===== src/rtl/core/tspt_pkg.sv =====
// Shared widths, codes and helpers of the triangle setup and pixel test block.
`default_nettype none

package tspt_pkg;

    localparam int COORD_BITS = 12;
    localparam int DEPTH_BITS = 16;
    localparam int SHADE_BITS = 16;

    // stream payload layout
    localparam int VTX_W    = 2 * COORD_BITS + DEPTH_BITS;
    localparam int S_DATA_W = 3 * VTX_W + 2 * COORD_BITS;
    localparam int M_BITS   = 3 + DEPTH_BITS + SHADE_BITS;
    localparam int M_DATA_W = ((M_BITS + 7) / 8) * 8;

    // plane and edge widths
    localparam int NRM_W = COORD_BITS + 1;
    localparam int A_W   = 32;
    localparam int C_W   = 28;
    localparam int D_W   = 44;

    // serial multiply-accumulate
    localparam int MUL_W = 32;
    localparam int ACC_W = 64;

    // serial divider
    localparam int DIV_NW = 96;
    localparam int DIV_DW = 64;

    // digit-by-digit square root of the shade ratio
    localparam int SQ_STEPS = SHADE_BITS + 1;
    localparam int SQ_IN_W  = 2 * SQ_STEPS;
    localparam int SQ_REM_W = SQ_STEPS + 4;
    localparam int SQ_CNT_W = $clog2(SQ_STEPS + 1);

    localparam int OP_W = 5;

    typedef enum logic [3:0] {
        ST_IDLE,
        ST_LOAD_ISSUE,
        ST_LOAD_WAIT,
        ST_QRY_ISSUE,
        ST_QRY_WAIT,
        ST_DIV_ISSUE,
        ST_DIV_WAIT,
        ST_SQRT,
        ST_OUT
    } state_t;

    typedef enum logic [OP_W-1:0] {
        LOP_A0, LOP_A1, LOP_A2,
        LOP_B0, LOP_B1, LOP_B2,
        LOP_C0, LOP_C1, LOP_C2,
        LOP_D0, LOP_D1, LOP_D2,
        LOP_BB, LOP_AA, LOP_CC,
        LOP_N0X, LOP_N0Y, LOP_N1X, LOP_N1Y, LOP_N2X, LOP_N2Y
    } load_op_t;

    typedef enum logic [OP_W-1:0] {
        QOP_E0X, QOP_E0Y, QOP_E1X, QOP_E1Y, QOP_E2X, QOP_E2Y,
        QOP_NA, QOP_NB
    } query_op_t;

    typedef enum logic [1:0] {
        ACC_ZERO,
        ACC_PREV,
        ACC_PLANE_D
    } acc_sel_t;

    localparam logic MODE_LOAD  = 1'b0;
    localparam logic MODE_QUERY = 1'b1;

    function automatic logic [MUL_W-1:0] mag_mul(input logic signed [MUL_W-1:0] v);
        logic signed [MUL_W-1:0] n;
        n = -v;
        return v[MUL_W-1] ? unsigned'(n) : unsigned'(v);
    endfunction

endpackage

`default_nettype wire


===== src/rtl/core/tspt_mac.sv =====
// Bit-serial signed multiply-accumulate: acc_out = acc_in + a * b.
`default_nettype none

module tspt_mac
    import tspt_pkg::*;
(
    input  wire logic                    aclk,
    input  wire logic                    aresetn,
    input  wire logic                    start,
    input  wire logic signed [MUL_W-1:0] a,
    input  wire logic signed [MUL_W-1:0] b,
    input  wire logic signed [ACC_W-1:0] acc_in,
    output logic                         done,
    output logic signed [ACC_W-1:0]      acc_out
);

    logic                    busy_reg;
    logic [ACC_W-1:0]        mcand_reg;
    logic [MUL_W-1:0]        mplier_reg;
    logic                    neg_reg;
    logic signed [ACC_W-1:0] sum_reg;

    always_ff @(posedge aclk) begin
        if (!aresetn) begin
            busy_reg <= 1'b0;
        end else if (start) begin
            busy_reg <= 1'b1;
        end else if (busy_reg && mplier_reg == '0) begin
            busy_reg <= 1'b0;
        end
    end

    // consume one multiplier bit per cycle, stop once no set bits remain
    always_ff @(posedge aclk) begin
        if (start) begin
            mcand_reg  <= ACC_W'(mag_mul(a));
            mplier_reg <= mag_mul(b);
            neg_reg    <= a[MUL_W-1] ^ b[MUL_W-1];
            sum_reg    <= acc_in;
        end else if (busy_reg && mplier_reg != '0) begin
            if (mplier_reg[0]) begin
                sum_reg <= neg_reg ? sum_reg - signed'(mcand_reg)
                                   : sum_reg + signed'(mcand_reg);
            end
            mcand_reg  <= {mcand_reg[ACC_W-2:0], 1'b0};
            mplier_reg <= {1'b0, mplier_reg[MUL_W-1:1]};
        end
    end

    assign done    = busy_reg && mplier_reg == '0;
    assign acc_out = sum_reg;

endmodule

`default_nettype wire


===== config.mk =====
export PLATFORM = sky130hd
export DESIGN_NAME = tspt_mac
export DESIGN_NICKNAME = d
export VERILOG_FILES = /design/src/rtl/core/tspt_pkg.sv /design/src/rtl/core/tspt_mac.sv
export SDC_FILE = /design/constraint.sdc
export NUM_CORES = 1
export LEC_CHECK = 0
export BUFFER_PORTS_ARGS = -buffer_cell sky130_fd_sc_hd__clkbuf_2
export CAP_MARGIN = 20
export CORE_MARGIN = 2
export CORE_UTILIZATION = 45
export DETAILED_ROUTE_END_ITERATION = 6
export GPL_ROUTABILITY_DRIVEN = 1
export PLACE_DENSITY = 0.72
export SETUP_SLACK_MARGIN = 0.5
export SLEW_MARGIN = 20
export SYNTH_ARGS = -nofsm -noshare
export SYNTH_HDL_FRONTEND = slang
export SYNTH_SLANG_ARGS = --single-unit

===== constraint.sdc =====
create_clock -name aclk -period 14.25 [get_ports aclk]
set_input_delay 0.7125 -clock aclk [delete_from_list [all_inputs] [get_ports aclk]]
set_output_delay 0.7125 -clock aclk [all_outputs]
set_load 0.05 [all_outputs]

# Yosys cells after proc, flatten, opt, wreduce, memory -nomap -nowiden
# Cells that the tools add are included.
# totals
wordCells,31
output_inout_bits,65
register_bits,162
# classes
n_addsub,4
mux,12
reduce_logical,8
bitwise,1
# ops
op,count
64-bit 2-to-1 mux,4
32-bit 2-to-1 mux,6
64-bit adder,1
32-bit negator,2
64-bit subtractor,1
32-bit zero test,1
32-bit nonzero test,1
2-bit nonzero test,3
1-bit logical AND,2
1-bit 2-to-1 mux,2
2-bit AND reduction,1
1-bit XOR,1

# Longest topological paths before layout
# Gate-level depths: netlist (run 1).
# depth
ltp_word,5
mapped_depth,25
ltp_nobuf,24

# Least setup slack after synthesis (run 1)
# No wires, ideal clock.
# synth_timing
path_type,register to register
from,reg mplier_reg[7]
to,reg sum_reg[0] (netlist: acc_out[0]) (enable)
setup_ns,0.575
period_less_slack_ns,5.870
path_slack_ns,8.380
required_ns,13.675
stages_incl_launch_ff,6
t_arrival_ns,5.296
path_buffers,1
path_cell_list,edfxtp_1 > nor4_1 > nand4_1 > o21ai_1 > clkbuf_1 > o21ai_0
# synth_between
elab_chain_len,4
# synth_rtl
item,line_no,source
start: declaration,tspt_mac.sv:19,logic [MUL_W-1:0] mplier_reg;
start signal: assignment,tspt_mac.sv:37,mplier_reg <= mag_mul(b);
start signal: assignment,tspt_mac.sv:46,"mplier_reg <= {1'b0, mplier_reg[MUL_W-1:1]};"
32-bit nonzero test,tspt_mac.sv:40,end else if (busy_reg && mplier_reg != '0) begin
1-bit logical AND,tspt_mac.sv:40,
2-bit nonzero test (no source line),n/a,
2-bit AND reduction (no source line),n/a,
end signal: assignment,tspt_mac.sv:39,sum_reg <= acc_in;
end signal: assignment,tspt_mac.sv:42,sum_reg <= neg_reg ? sum_reg - signed'(mcand_reg)
end: declaration,tspt_mac.sv:21,logic signed [ACC_W-1:0] sum_reg;
# Every way passes these cells.
# A chain may end at the register's enable or synchronous reset.

# Final worst setup path (run 1)
# layout_timing
from,reg mcand_reg[15]
to,reg sum_reg[63] (netlist: acc_out[63]) (data pin)
# layout_between
elab_chain_len,5
word_cells_on_any_way,6
# layout_rtl
item,line_no,source
start: declaration,tspt_mac.sv:18,logic [ACC_W-1:0] mcand_reg;
start signal: assignment,tspt_mac.sv:36,mcand_reg <= ACC_W'(mag_mul(a));
start signal: assignment,tspt_mac.sv:45,"mcand_reg <= {mcand_reg[ACC_W-2:0], 1'b0};"
64-bit adder or 64-bit subtractor (tied branches),"tspt_mac.sv:43, tspt_mac.sv:42",
64-bit 2-to-1 mux *,tspt_mac.sv:42,
64-bit 2-to-1 mux *,tspt_mac.sv:41,if (mplier_reg[0]) begin
64-bit 2-to-1 mux *,tspt_mac.sv:40,
64-bit 2-to-1 mux *,tspt_mac.sv:35,if (start) begin
# Every way passes the cells marked *; elsewhere a longest branch is shown, timed or not. The select of a mux whose other input is x is not followed.

==> metrics.md, run 1 <==
| Metric | Value |
|---|---|
| Top post-synthesis cells by area | edfxtp_1, xnor2_1, ha_1 |
| Hold Path Class | flop to flop |
| Row count | 61 |
| Post-synth top cells | nor2_1, a21oi_1, nand2_1, edfxtp_1, o21ai_0 |
| Detail Route Antenna Nets | 0 |
| Area Overhead vs Synth | 14.4% |
| GRT Overall Usage | 0.222 |
| Worst Setup SP | mcand_reg[15]$_DFFE_PP_ |
| Async S/R FF share, synth | 0 |
| Post-CTS Setup Bufs | 0 |
| Startpoint Class | flop |
| Post-synthesis net count | 1677 |
| Core box area | 27700 um^2 |
| CTS tree | built |
| Drt wl/cell | 16.4 um |
| IO Pins | 196 |
| Cell variety after synth | 72 |
| Crit Path Max Fanout | 7 |
| Synth Instances | 1479 |
| Arrival time worst endpoint | 5.78 ns |
| Top-count cell post-synth | nor2_1 |
| CP Class | flop to flop |
| Root buf cell | clkbuf_16 |
| Share of the yosys chip area belonging to registers | 0.359 |
| Initial antenna violation count | 0 |
| Largest area contributor in the netlist | edfxtp_1 |
| Max-Cap Viols | 0 |
| Outcome | completed |
| LEAKAGE | 5.99 nW |
| Number of global-route vias before repair | 10.3k |
| P per Cell Area | 163 nW/um^2 |
| YS warnings | 0 |
| Final critical-path share of the clock period | 0.394 |
| Hold_buf cts | 0 |
| Fmax achieved | 178 MHz |
| Reg2reg path depth | 21 |
| Cell Area, Synth | 12600 um^2 |
| EDFF count, synth | 129 |
| Setup TNS | 0 ns |
| Final hold vios | 0 |
| Via count | 11.3k |
| Drt first pass iters | 5 |
| Share of layout cells above drive strength 1 | 0.159 |
| Final setup violation count | 0 |
| Worst reg2reg startpoint | mcand_reg[15]$_DFFE_PP_ |
| Routed WL | 33000 um |
| First-pass GRT wire length | 52000 um |
| Clock latency on the worst-skew pair | 0.43 ns |
| Full die area | 29400 um^2 |
| Synth top area share | 0.307 |
| DR iter-0 viols | 798 |
| Final std cells w/o fill | 2011 |
| Ys flop type | edfxtp_1 |
| Final hold slack | 0.496 ns |
| Final Max Slew Viols | 0 |
| CTS clk-pin slew, worst paths | 0.06 ns |
| Die height | 172 um |
| Unrepaired setup endpoints after global routing | no |
| Hpwl dp | 25200 um |
| Mean Syn Cell Area | 8.54 um^2 |
| # resized after CTS | 0 |
| IO buf count | 195 |
| Routability Congestion | 0.969 |
| Clock net sink count | 162 |
| DR DRC count | 0 |
| Peak supply drop | 0.0685 mV |
| Largest net degree at the start of global routing | 124 |
| FF+latch count, synth | 162 |
| Min-Delay Path Depth | 2 |
| Tmin final | 5.61 ns |
| Clock Skews | 0.0135 ns |
| # placed instances | 1979 |
| Data required time of the worst path | 14.42 ns |
| Worst slew margin | 0.414 |
| # nets final | 1818 |
| Die width | 172 um |
| Num CTS Buffers | 17 |
| Total gr overflow | 0 |
| CTS H-tree lvls | 4 |
| Critical Path Sink Type | flop |
| Hold path startpoint | mcand_reg[62]$_SDFFE_PP0P_ |
| Tightest Pin Transition | 0.879 ns |
| Final Power | 2.35 mW |
| Vias per cell | 5.62 |
| Initial Util | 0.456 |
| Max clock buf depth | 2 |
| ANT cells | 0 |
## logic make-up (layout without fill, tap and decap cells)
kind of cell	count (synthesis)	in the layout	synth area share
AOI/OAI and AO/OA	423	423	0.205
xor gates and xnor gates	177	177	0.123
adders and majority gates	67	67	0.0669
buffers and inverters	118	272	0.0358
DFF	162	162	0.359
muxes	34	34	0.0272
and+or+nand+nor	498	498	0.184
## worst max-delay path, cell delays in order (launching register included)
cell and delay [ns]:
edfxtp_1 0.45, nor4_1 0.46, nand4_1 0.21, nor2_1 0.30, and2_1 0.24, and2b_1 0.18
nand2_1 0.09, nor4_1 0.62, a21oi_1 0.25, xnor2_1 0.18, ha_1 0.39, a21o_1 0.22
a21o_1 0.17, a21o_1 0.18, a21oi_1 0.14, o21bai_1 0.08, a31oi_1 0.26, o21ai_0 0.18
o211ai_1 0.33, a211oi_2 0.13, o211ai_1 0.18, nand3b_1 0.10
## per-stage QoR
step / utilization / worst slack [ns] / area [um^2]
final: 0.522 / 8.64 / 14500
after floorplan: - / 8.38 / 12600
after global routing: 0.522 / 8.05 / 14500
after detailed placement: 0.500 / 8.79 / 13900
after global placement: 0.500 / 8.97 / 13900
after CTS: 0.522 / 8.72 / 14500
## final cells by class
| class | instances | area, um^2 |
|---|---|---|
| flip-flops and latches | 162 | 4530 |
| multi-input cells | 1199 | 7670 |
| fillers | 2616 | 13200 |
| well taps | 378 | 473 |
| repair buffers | 201 | 1030 |
| clock buffers | 27 | 574 |
| inverters | 39 | 146 |
| clock inverters | 5 | 30.0 |
## cell usage in the layout (no fill, tap or decap), types with 21 or more instances in the layout
cell type    n
nor4_1      24
a21oi_1    163
xnor2_1     95
nand4_1     23
nor3_1      30
inv_1       38
o21ai_0    107
xor2_1      82
mux2i_1     31
nand2_1    134
dfxtp_1     33
clkbuf_16   21
ha_1        66
nor2_1     192
a21o_1      41
edfxtp_1   129
clkbuf_2   196
## power breakdown
group,internal (mW),total [mW],switching [mW]
clock network,0.278,0.473,0.195
registers,0.622,0.687,0.0651
logic,0.414,1.19,0.777
## path summary, 6_finish.rpt
| kind | end | slack, ns |
|---|---|---|
| setup / recovery | acc_out[63]$_DFFE_PP_ | 8.64 |
| hold / removal | mcand_reg[62]$_SDFFE_PP0P_ | 0.50 |
| setup reg to reg | acc_out[63]$_DFFE_PP_ | 8.64 |
| hold reg to reg | mcand_reg[62]$_SDFFE_PP0P_ | 0.50 |
## metal layers
layer | share of wire | wire length (um) | vias to the layer above | GRT usage
met5 | 0 | 0 | - | 0
met4 | 0.016 | 515 | 0 | 0.0604
met3 | 0.058 | 1900 | 35 | 0.0357
met2 | 0.47 | 15400 | 365 | 0.362
met1 | 0.46 | 15300 | 5267 | 0.304
li1 | - | - | 5640 | -
Note: power is estimated with default switching activity, not from simulation.
==> inputs of run 2 (changes only) <==
- clock period: 14.25 -> 5.5 ns (I/O delays scaled with it)
==> run 2 against run 1 <==
Effect of this change: sequential cell count stayed put; worst setup slack worse by 8.0 ns; routed wire length is 3.1% higher; combinational power grew to 2.8 times the previous value; sequential power grew to 2.6 times the previous value; clock power grew to 2.5 times the previous value; critical endpoint is now acc_out[58]$_DFFE_PP_; non-clock buffer count is 41 higher; via count is 1.1% higher; design area is 4.7% higher; count of clock-buffer cells in the layout is 8 lower.
==> metrics.md, run 2 (same netlist as run 1, synthesis figures left out) <==
| Metric | Value |
|---|---|
| Outcome | completed |
| LEAKAGE | 6.19 nW (+3.3%) |
| DR DRC count | 0 (unchanged) |
| IO Pins | 196 (unchanged) |
| Min-Delay Path Depth | 2 (unchanged) |
| Vias per cell | 5.57 (-0.87%) |
| Share of layout cells above drive strength 1 | 0.214 (+0.0552) |
| Final hold vios | 0 (unchanged) |
| Initial Util | 0.456 (unchanged) |
| Sink of the worst hold path | busy_reg$_SDFFE_PN0P_ |
| CP Class | flop to flop |
| Full die area | 29400 um^2 (unchanged) |
| Most frequent cells in the layout | clkbuf_2, nor2_1, a21oi_1 |
| Fmax achieved | 205 MHz (+15%) |
| Peak supply drop | 0.190 mV (+180%) |
| Hold Path Class | input port to flop |
| Max clock buf depth | 2 (unchanged) |
| FF-to-FF End | acc_out[58]$_DFFE_PP_ |
| Critical Path Sink Type | flop |
| Routed WL | 34100 um (+3.1%) |
| Arrival time worst endpoint | 5.19 ns (-0.59 ns) |
| GRT Overall Usage | 0.222 (about the same) |
| Data required time of the worst path | 5.80 ns (-8.62 ns) |
| Final Power | 6.29 mW (+170%) |
| Critical Path Max Stage Delay | 0.53 ns (-0.09 ns) |
| Core box area | 27700 um^2 (unchanged) |
| Final Max Slew Viols | 0 (unchanged) |
| DR iter-0 viols | 861 (+7.9%) |
| Worst slew margin | 0.348 (-0.0665) |
| ANT cells | 0 (unchanged) |
| Most common cell after layout, fill and taps aside | clkbuf_2 |
| Hold path startpoint | aresetn |
| Via count | 11.4k (+1.1%) |
| Tmin final | 4.89 ns (-0.723 ns) |
| Routability Congestion | 0.956 (-1.3%) |
| First-pass GRT wire length | 52200 um (+0.32%) |
| Tightest Pin Transition | 0.979 ns (+0.0998 ns) |
| IO buf count | 195 (unchanged) |
| Initial antenna violation count | 0 (unchanged) |
| CTS H-tree lvls | 4 (unchanged) |
| Crit Path Max Fanout | 5 (-2) |
| Row count | 61 (unchanged) |
| Crit-path cells | nor4_4 -> nand4_1 -> buf_4 -> nor2_4 -> and3b_1 -> and2_1 -> nand3b_1 -> nor3_2 -> a31oi_1 -> xnor2_1 -> ha_4 -> a21oi_1 -> o21ai_0 -> a21o_1 -> a21oi_1 -> nor2_1 -> nor2_1 -> o41ai_4 -> and4_4 -> or4_1 -> nand3_1 |
| Final setup violation count | 0 (unchanged) |
| Root buf cell | clkbuf_16 |
| Max-Cap Viols | 0 (unchanged) |
| Final critical-path share of the clock period | 0.889 (+0.495) |
| Area Overhead vs Synth | 19.8% |
| Drt first pass iters | 5 (unchanged) |
| Total gr overflow | 0 (unchanged) |
| Die width | 172 um (unchanged) |
| Clock Skews | 0.0181 ns (+0.00459 ns) |
| P per Cell Area | 416 nW/um^2 (+160%) |
| Reg2reg path depth | 21 (unchanged) |
| CTS clk-pin slew, worst paths | 0.07 ns (about the same) |
| Worst reg2reg startpoint | mcand_reg[14]$_DFFE_PP_ |
| Hpwl dp | 25200 um (-0.13%) |
| Number of global-route vias before repair | 10.5k (+1.1%) |
| Unrepaired setup endpoints after global routing | yes |
| Num CTS Buffers | 17 (unchanged) |
| CTS tree | built |
| Clock latency on the worst-skew pair | 0.44 ns (about the same) |
| R2R setup slack | 0.61 ns (-8.03 ns) |
| Largest net degree at the start of global routing | 106 (-15%) |
| Detail Route Antenna Nets | 0 (unchanged) |
| Setup TNS | 0 ns (unchanged) |
| Die height | 172 um (unchanged) |
| Hold_buf cts | 0 (unchanged) |
| Slowest cell on crit path | edfxtp_1 |
| Drt wl/cell | 16.6 um (+0.99%) |
| Startpoint Class | flop |
| # nets final | 1859 (+2.3%) |
| Final hold slack | 0.0577 ns (-0.438 ns) |
| Clock net sink count | 162 (unchanged) |
## run 2: cell types whose count changed in the layout (fill, tap and decap cells not counted), sizes merged
cell | before | now
inv | 42 | 39
clkinvlp | 0 | 5
clkinv | 2 | 6
clkbuf | 222 | 214
buf | 6 | 47
bufinv | 0 | 2
## run 2: layout make-up
type / count / area (um^2)
tap: 378 / 473
sequential: 162 / 4530
timing repair buffer: 242 / 1350
inverter: 39 / 146
multi-input combinational: 1199 / 8070
fill: 2543 / 12600
clock inverter: 13 / 138
clock buffer: 19 / 433
## run 2: routing by layer
metal  global-route usage  up-vias  part of all wire
met3               0.0352       55             0.046
met1                0.303     5316              0.46
met5                    0        -                 0
li1                     -     5730                 -
met4               0.0730        0             0.028
met2                0.358      336              0.46
## run 2: worst max-delay path by stage
stage,end,depth (start not counted),startpoint,slack [ns]
6_report,acc_out[58]$_DFFE_PP_,21,mcand_reg[14]$_DFFE_PP_,0.61
5_1_grt,acc_out[58]$_DFFE_PP_,21,mcand_reg[14]$_DFFE_PP_,0.37
4_1_cts,acc_out[63]$_DFFE_PP_,22,mcand_reg[19]$_DFFE_PP_,0.46
3_5_place_dp,acc_out[63]$_DFFE_PP_,21,mcand_reg[0]$_SDFFCE_PN0P_,0.26
3_3_place_gp,acc_out[63]$_DFFE_PP_,21,mcand_reg[0]$_SDFFCE_PN0P_,0.42
2_1_floorplan,acc_out[63]$_DFFE_PP_,22,mcand_reg[15]$_DFFE_PP_,0.87
## run 2: stage by stage
stage	util	instance area [um^2]	setup slack, ns	cells
global route	0.547	15100	0.368	2052
global placement	0.503	13900	0.422	1990
finish	0.547	15100	0.611	2052
detailed placement	0.503	13900	0.263	1990
CTS	0.526	14600	0.460	2024
floorplan	-	12600	0.873	1479
## run 2: power by group
group	leakage (nW)	internal, mW	switching (mW)
logic	4.38	1.20	2.10
registers	1.55	1.61	0.188
clock network	0.261	0.668	0.524
## run 2: timing repair
item,in CTS,in global routing
pin swaps,2,33
setup buffers,2,28
setup endpoints to repair,8,19
resized for setup,9,74
## run 2: worst max-delay path: cells and delay by family (launching register included)
| family | cells | cell delay, ns |
|---|---|---|
| compound gates | 6 | 0.87 |
| xor+xnor | 1 | 0.33 |
| fa+ha+maj | 1 | 0.27 |
| buf+inv | 1 | 0.18 |
| flops | 1 | 0.53 |
| simple gates | 12 | 2.56 |
